==> src/sv/bpst_pkg.sv <==
// bpst_pkg: shared types and constants for the battery percent slew tracker
// used by bpst_ctrl, bpst_dp and battery_percent_slew_tracker; no dependencies
`timescale 1ns / 1ps

package bpst_pkg;

    // default converter width
    localparam int ADC_BITS_DEF = 12;

    // level width and fixed percentages
    localparam int         LEVEL_W       = 7;
    localparam logic [6:0] FULL_PERCENT  = 7'd100;
    localparam logic [6:0] START_PERCENT = 7'd50;

    // configuration register indexes
    localparam int         CFG_IDX_W   = 1;
    localparam logic [0:0] CFG_RAW_MIN = 1'b0;
    localparam logic [0:0] CFG_RAW_MAX = 1'b1;

    // controller states
    typedef enum logic [1:0] {
        S_IDLE,
        S_DIV,
        S_FINISH
    } t_state;

    // commands from controller to datapath
    typedef struct packed {
        logic start;
        logic step;
        logic finish;
    } t_cmd;

    // status from datapath to controller
    typedef struct packed {
        logic need_div;
    } t_status;

endpackage

==> src/sv/bpst_ctrl.sv <==
// bpst_ctrl: sequencing state machine, divider step counter and output valid
// depends on bpst_pkg
`timescale 1ns / 1ps

module bpst_ctrl #(
    parameter int ADC_BITS = bpst_pkg::ADC_BITS_DEF
) (
    input  logic              i_clk,
    input  logic              i_rst_n,
    input  logic              i_valid,
    output logic              o_stall,
    output logic              o_valid,
    input  logic              i_stall,
    input  bpst_pkg::t_status i_status,
    output bpst_pkg::t_cmd    o_cmd
);
    import bpst_pkg::*;

    localparam int             DIV_STEPS = ADC_BITS + LEVEL_W;
    localparam int             CNT_W     = $clog2(DIV_STEPS);
    localparam logic [CNT_W-1:0] CNT_LAST = CNT_W'(DIV_STEPS - 1);

    t_state           r_state, n_state;
    logic [CNT_W-1:0] r_cnt, n_cnt;
    logic             r_out_valid, n_out_valid;
    logic             out_free;

    assign out_free = !r_out_valid || !i_stall;

    // next state
    always_comb begin
        n_state = r_state;
        unique case (r_state)
            S_IDLE: begin
                if (i_valid) begin
                    n_state = i_status.need_div ? S_DIV : S_FINISH;
                end
            end
            S_DIV: begin
                if (r_cnt == CNT_LAST) begin
                    n_state = S_FINISH;
                end
            end
            S_FINISH: begin
                if (out_free) begin
                    n_state = S_IDLE;
                end
            end
            default: n_state = S_IDLE;
        endcase
    end

    // command outputs
    always_comb begin
        o_cmd   = '0;
        o_stall = 1'b1;
        unique case (r_state)
            S_IDLE: begin
                o_stall     = 1'b0;
                o_cmd.start = i_valid;
            end
            S_DIV: begin
                o_cmd.step = 1'b1;
            end
            S_FINISH: begin
                o_cmd.finish = out_free;
            end
            default: o_stall = 1'b1;
        endcase
    end

    // step counter and output valid
    always_comb begin
        n_cnt = r_cnt;
        if (o_cmd.start) begin
            n_cnt = '0;
        end else if (o_cmd.step) begin
            n_cnt = r_cnt + 1'b1;
        end
        n_out_valid = o_cmd.finish ? 1'b1 : (r_out_valid && i_stall);
    end

    always_ff @(posedge i_clk) begin
        if (!i_rst_n) begin
            r_state     <= S_IDLE;
            r_cnt       <= '0;
            r_out_valid <= 1'b0;
        end else begin
            r_state     <= n_state;
            r_cnt       <= n_cnt;
            r_out_valid <= n_out_valid;
        end
    end

    assign o_valid = r_out_valid;

`ifndef SYNTHESIS
    // an in-range sample goes to the divider
    a_start_div: assert property (@(posedge i_clk) disable iff (!i_rst_n)
        (o_cmd.start && i_status.need_div) |=> (r_state == S_DIV))
        else $error("in-range sample did not enter divide");

    // divider ends after its fixed step count
    a_div_end: assert property (@(posedge i_clk) disable iff (!i_rst_n)
        (r_state == S_DIV && r_cnt == CNT_LAST) |=> (r_state == S_FINISH))
        else $error("divider overran its step count");

    // every finished item shows up as a result
    a_finish_out: assert property (@(posedge i_clk) disable iff (!i_rst_n)
        o_cmd.finish |=> (o_valid && r_state == S_IDLE))
        else $error("finished item not presented");
`endif

endmodule

==> src/sv/bpst_dp.sv <==
// bpst_dp: calibration registers, target mapping, restoring divider and level
// depends on bpst_pkg
`timescale 1ns / 1ps

module bpst_dp #(
    parameter int ADC_BITS = bpst_pkg::ADC_BITS_DEF
) (
    input  logic                           i_clk,
    input  logic                           i_rst_n,
    input  logic                           i_cfg_we,
    input  logic [bpst_pkg::CFG_IDX_W-1:0] i_cfg_index,
    input  logic [ADC_BITS-1:0]            i_cfg_data,
    input  logic [ADC_BITS-1:0]            i_sample,
    input  bpst_pkg::t_cmd                 i_cmd,
    output bpst_pkg::t_status              o_status,
    output logic [bpst_pkg::LEVEL_W-1:0]   o_level
);
    import bpst_pkg::*;

    localparam int NUM_W = ADC_BITS + LEVEL_W;

    logic [ADC_BITS-1:0] r_raw_min, r_raw_max;
    logic [NUM_W-1:0]    r_num;
    logic [ADC_BITS-1:0] r_den;
    logic [ADC_BITS-1:0] r_rem;
    logic [LEVEL_W-1:0]  r_quo;
    logic [LEVEL_W-1:0]  r_level, n_level;
    logic [LEVEL_W-1:0]  r_out_level;

    logic                below, above, degenerate;
    logic [ADC_BITS-1:0] diff;
    logic [NUM_W-1:0]    diff_ext, num_scaled;
    logic [ADC_BITS:0]   rem_shift;
    logic                fits;
    logic [ADC_BITS:0]   rem_sub;

    // calibration registers
    always_ff @(posedge i_clk) begin
        if (!i_rst_n) begin
            r_raw_min <= '0;
            r_raw_max <= '1;
        end else if (i_cfg_we) begin
            unique case (i_cfg_index)
                CFG_RAW_MIN: r_raw_min <= i_cfg_data;
                CFG_RAW_MAX: r_raw_max <= i_cfg_data;
            endcase
        end
    end

    // sample classification and scaled numerator
    assign below      = i_sample < r_raw_min;
    assign above      = i_sample > r_raw_max;
    assign degenerate = r_raw_max <= r_raw_min;
    assign o_status.need_div = !below && !above && !degenerate;

    assign diff       = i_sample - r_raw_min;
    assign diff_ext   = NUM_W'(diff);
    assign num_scaled = (diff_ext << 6) + (diff_ext << 5) + (diff_ext << 2);

    // one restoring divide step
    assign rem_shift = {r_rem, r_num[NUM_W-1]};
    assign fits      = rem_shift >= {1'b0, r_den};
    assign rem_sub   = rem_shift - {1'b0, r_den};

    always_ff @(posedge i_clk) begin
        if (i_cmd.start) begin
            r_num <= num_scaled;
            r_den <= r_raw_max - r_raw_min;
            r_rem <= '0;
            r_quo <= below ? '0 : FULL_PERCENT;
        end else if (i_cmd.step) begin
            r_num <= {r_num[NUM_W-2:0], 1'b0};
            r_rem <= fits ? rem_sub[ADC_BITS-1:0] : rem_shift[ADC_BITS-1:0];
            r_quo <= {r_quo[LEVEL_W-2:0], fits};
        end
    end

    // level moves one percent toward the target; an equal target steps it down
    always_comb begin
        n_level = r_level;
        if (r_quo > r_level) begin
            if (r_level < FULL_PERCENT) begin
                n_level = r_level + 1'b1;
            end
        end else if (r_level != '0) begin
            n_level = r_level - 1'b1;
        end
    end

    always_ff @(posedge i_clk) begin
        if (!i_rst_n) begin
            r_level <= START_PERCENT;
        end else if (i_cmd.finish) begin
            r_level <= n_level;
        end
    end

    // output register
    always_ff @(posedge i_clk) begin
        if (i_cmd.finish) begin
            r_out_level <= n_level;
        end
    end

    assign o_level = r_out_level;

`ifndef SYNTHESIS
    // tracked level never leaves the percent range
    a_level_range: assert property (@(posedge i_clk) disable iff (!i_rst_n)
        r_level <= FULL_PERCENT)
        else $error("tracked level above full scale");
`endif

endmodule

==> src/sv/battery_percent_slew_tracker.sv <==
// battery_percent_slew_tracker: top level, joins controller and datapath
// depends on bpst_pkg, bpst_ctrl, bpst_dp
//
//   channel   signals                            direction
//   sample    i_valid / o_stall / i_sample       in
//   level     o_valid / i_stall / o_level        out
//   config    i_cfg_we / i_cfg_index / i_cfg_data  in, write only
//
// an in-range sample goes through one load, ADC_BITS + 7 restoring divider
// steps and one level update from transfer to result
// a sample outside the calibration range or a non-positive span skips the divider
// one item at a time; o_stall is low only while no item is in work
// the result register frees the input side; a stalled result holds the finish
// synchronous active-low reset sets level 50, raw_min 0, raw_max all ones
`timescale 1ns / 1ps

module battery_percent_slew_tracker #(
    parameter int ADC_BITS = bpst_pkg::ADC_BITS_DEF
) (
    input  logic                           i_clk,
    input  logic                           i_rst_n,
    input  logic                           i_cfg_we,
    input  logic [bpst_pkg::CFG_IDX_W-1:0] i_cfg_index,
    input  logic [ADC_BITS-1:0]            i_cfg_data,
    input  logic                           i_valid,
    output logic                           o_stall,
    input  logic [ADC_BITS-1:0]            i_sample,
    output logic                           o_valid,
    input  logic                           i_stall,
    output logic [bpst_pkg::LEVEL_W-1:0]   o_level
);
    import bpst_pkg::*;

    t_cmd    cmd;
    t_status status;

    // sequencing
    bpst_ctrl #(
        .ADC_BITS (ADC_BITS)
    ) u_ctrl (
        .i_clk    (i_clk),
        .i_rst_n  (i_rst_n),
        .i_valid  (i_valid),
        .o_stall  (o_stall),
        .o_valid  (o_valid),
        .i_stall  (i_stall),
        .i_status (status),
        .o_cmd    (cmd)
    );

    // arithmetic and state
    bpst_dp #(
        .ADC_BITS (ADC_BITS)
    ) u_dp (
        .i_clk       (i_clk),
        .i_rst_n     (i_rst_n),
        .i_cfg_we    (i_cfg_we),
        .i_cfg_index (i_cfg_index),
        .i_cfg_data  (i_cfg_data),
        .i_sample    (i_sample),
        .i_cmd       (cmd),
        .o_status    (status),
        .o_level     (o_level)
    );

endmodule
==> config.mk <==
export PLATFORM = sky130hd
export DESIGN_NAME = battery_percent_slew_tracker
export DESIGN_NICKNAME = d
export VERILOG_FILES = /design/src/sv/bpst_pkg.sv /design/src/sv/bpst_ctrl.sv /design/src/sv/bpst_dp.sv /design/src/sv/battery_percent_slew_tracker.sv
export SDC_FILE = /design/constraint.sdc
export NUM_CORES = 1
export LEC_CHECK = 0
export BUFFER_PORTS_ARGS = -buffer_cell sky130_fd_sc_hd__buf_2
export CORE_MARGIN = 10
export CORE_UTILIZATION = 49
export DETAILED_ROUTE_END_ITERATION = 16
export GPL_TIMING_DRIVEN = 1
export PLACE_DENSITY = 0.66
export SKIP_LAST_GASP = 1
export SYNTH_ARGS = -nofsm -noshare
export SYNTH_HDL_FRONTEND = slang
export SYNTH_SLANG_ARGS = --single-unit
==> constraint.sdc <==
create_clock -name i_clk -period 10.8 [get_ports i_clk]
set_input_delay 0.54 -clock i_clk [delete_from_list [all_inputs] [get_ports i_clk]]
set_output_delay 0.54 -clock i_clk [all_outputs]
set_load 0.03 [all_outputs]
==> flow_summary.ini <==
[pwr]
max-vdd-ir-drop_mv = 0.128
cellPowerDensity_nw_per_um2 = 188
switchingPower_mw = 0.493
p_clk_frac = 0.268
sw_frac_of_total = 0.355
power_frac_seq = 0.339
power_leakage_nw = 3.29
comb_power_share = 0.393
p_int_mw = 0.896

[synth]
syn_avg_cell_area_sq_um = 9.00
yosysWarnings = 0
synth-seq-area-share = 0.344
synth_edf_count = 43
yosysTopAreaCell = edfxtp_1
syn-cell-area_sq_um = 6710
syn_inst = 746
ys_ff_latch = 94
synth_top_area_frac = 0.192
synth.most_common_cell = nand2_1
synthesis.nets = 864
ys.flop_type = dfxtp_1
synth_area_leaders = edfxtp_1 (19%), dfxtp_1 (15%), ha_1 (15%), nand2_1 (5.3%), inv_1 (3.7%)
yosys-top-cells-count = nand2_1 (95), ha_1 (80), inv_1 (66)
async_reset_ff_frac = 0
ys_types = 75

[drt]
vias_per_cell = 5.73
drt_iter0_markers = 358
drcViolationCount = 0
ant_nets = 0
drtPass1Iterations = 5
wirelength_microns = 15600
num_vias = 5494
wl_per_cell_microns = 16.2

[floorplanning]
io_pins = 39
num_rows = 42
fp.dieW_microns = 137
die_height_microns = 137
start_util = 0.503
coreArea_sq_um = 13300
die_area_sq_um = 18800

[clock_tree]
ctsRootBufferMaster = clkbuf_16
cts_resized = 0
clk_pin_slew_ns = 0.08
ctsHoldBuffers = 0
htree_num_levels = 3
clk_latency_ns = 0.36
clockBufferDepth = 2
cts_buffers = 9
cts_num_sinks = 94
cts_tree = done
postCtsSetupBuffers = 0

[layout]
n_fill_cell = 1209
regArea_sq_um = 2310
fin_nets = 896
n_antenna_cell = 0
drive_gt1_frac = 0.0996
multi_input_area_sq_um = 4070
area_delta_synth_final_pct = 10.3

[setup_path]
path_cells = ha_1 -> fa_1 -> nand2b_1 -> a21oi_1 -> o21a_1 -> nor2_1 -> xnor2_1 -> fa_1 -> ha_1 -> a21oi_1 -> o21ai_0 -> o221ai_1 -> a21oi_1 -> a21o_1 -> a211oi_1 -> nor2_1
crit_required_ns = 10.91
critPathMostFrequentCell = a21oi_1
cp_slowest_cell = fa_1
crit_family = compound AO/OA/AOI/OAI gates
end_kind = flop
arrival_ns = 4.65
start_kind = flop
path_buf_inv = 0
cp_max_fo = 5
slowest_delay_ns = 0.50
critPathKind = reg -> reg

[sta]
hold_ws_ns = 0.421
finalSetupViolations = 0
rsz0062_at_grt = no
fin_crit_ns = 4.54
fmax_mhz = 220
period_share = 0.420
slew_headroom = 0.327
final.setup.tns_ns = 0
final_max_slew_viol_count = 0
tightest_slew_ns = 1.01
skew_ns = 0.0152
hold_viol = 0

[global_route]
antenna_found_initial = 0
track_usage = 0.173
grt_pass1_vias = 5482
grt_pass1_wl_microns = 26100
grt-ovfl-total = 0
grt_max_degree = 37

[placement]
gp_congestion = 0.961
dp_hpwl_microns = 12100
portBuffers = 38

[min_path]
hold_path.class = in -> reg

[outcome]
status = completed

[job]
maxCapViolCount = 0
final timing paths:
| path | start | end | slack [ns] | cells past startpoint |
|---|---|---|---|---|
| hold reg to reg | u_dp.r_raw_min[5]$_SDFFE_PN0P_ | u_dp.r_raw_min[5]$_SDFFE_PN0P_ | 0.46 | 2 |
| hold / removal | i_cfg_data[3] | u_dp.r_raw_max[3]$_SDFFE_PN1P_ | 0.42 | 3 |
| setup reg to reg | u_dp.r_raw_min[0]$_SDFFE_PN0P_ | u_dp.r_num[18]$_DFFE_PP_ | 6.26 | 16 |
| setup / recovery | u_dp.r_raw_min[0]$_SDFFE_PN0P_ | u_dp.r_num[18]$_DFFE_PP_ | 6.26 | 16 |
placed cells by master, fill, tap and decap left out, drive strengths merged, types with 4 or more instances in the layout:
master	count
fa	8
ha	80
o21ai	43
nand3	17
nand2	96
clkbuf	12
nor3	17
inv	68
a221oi	6
and4	4
o211a	4
nand2b	21
buf	39
dfxtp	51
and2	4
o211ai	14
nor2	43
mux2i	8
a21oi	47
and3	8
or3	4
or4	4
o31ai	5
o21bai	4
xor2	13
edfxtp	43
a21o	14
xnor2	28
or2	4
nor2b	11
o21a	14
a211oi	7
nand4	8
power by group through the flow:
stage	Sequential (mW)	Combinational, mW	Clock [mW]
floorplan	0.479	0.419	0
global placement	0.478	0.522	0
detailed placement	0.479	0.541	0
global route	0.477	0.620	0.392
finish	0.471	0.545	0.372
CTS	0.472	0.546	0.377
metrics by stage:
step           area (sq um)  worst slack (ns)   util  cells  power [mW]
6_report               7400              6.26  0.555    959        1.39
5_1_grt                7400              5.89  0.555    959        1.49
4_1_cts                7400              6.28  0.555    959        1.39
3_5_place_dp           7050              5.96  0.528    943        1.02
3_3_place_gp           7050              6.15  0.528    943        1.00
2_1_floorplan          6710              6.54      -    746       0.898
metal layers:
| layer | up-vias | track usage | share of wire |
|---|---|---|---|
| met2 | 136 | 0.275 | 0.45 |
| met1 | 2603 | 0.213 | 0.46 |
| met5 | - | 0 | 0 |
| li1 | 2723 | - | - |
| met3 | 32 | 0.0499 | 0.056 |
| met4 | 0 | 0.0755 | 0.032 |
worst register-to-register path, stage by stage (launching register included):
cell      delay (ns)
dfxtp_1         0.35
ha_1            0.22
fa_1            0.40
nand2b_1        0.19
a21oi_1         0.27
o21a_1          0.16
nor2_1          0.05
xnor2_1         0.43
fa_1            0.50
ha_1            0.36
a21oi_1         0.21
o21ai_0         0.19
o221ai_1        0.30
a21oi_1         0.13
a21o_1          0.22
a211oi_1        0.27
nor2_1          0.06
cell families after synthesis:
logic type	share of synthesized area
xor gates and xnor gates	0.0535
adders and majority gates	0.173
muxes	0.0153
AOI/OAI and AO/OA	0.190
and+or+nand+nor	0.175
buffers and inverters	0.0496
DFF	0.344
final cells by class:
class / count / area share
clock buffers: 12 / 0.0406
multi-input cells: 567 / 0.550
well taps: 176 / 0.0297
repair buffers: 39 / 0.0267
clock inverters: 4 / 0.00710
flip-flops and latches: 94 / 0.312
inverters: 67 / 0.0340
sequential cells by signal (all words and copies together) (netlist names):
signal	cells
u_dp.r_den	12
u_dp.r_rem	12
u_dp.r_quo	7
u_dp.r_raw_min	12
u_dp.r_level	7
u_ctrl.r_state	2
u_dp.r_raw_max	12
u_dp.r_num	17
u_ctrl.o_valid	1
u_ctrl.r_cnt	5
u_dp.o_level	7
Note: power is estimated with default switching activity, not from simulation.
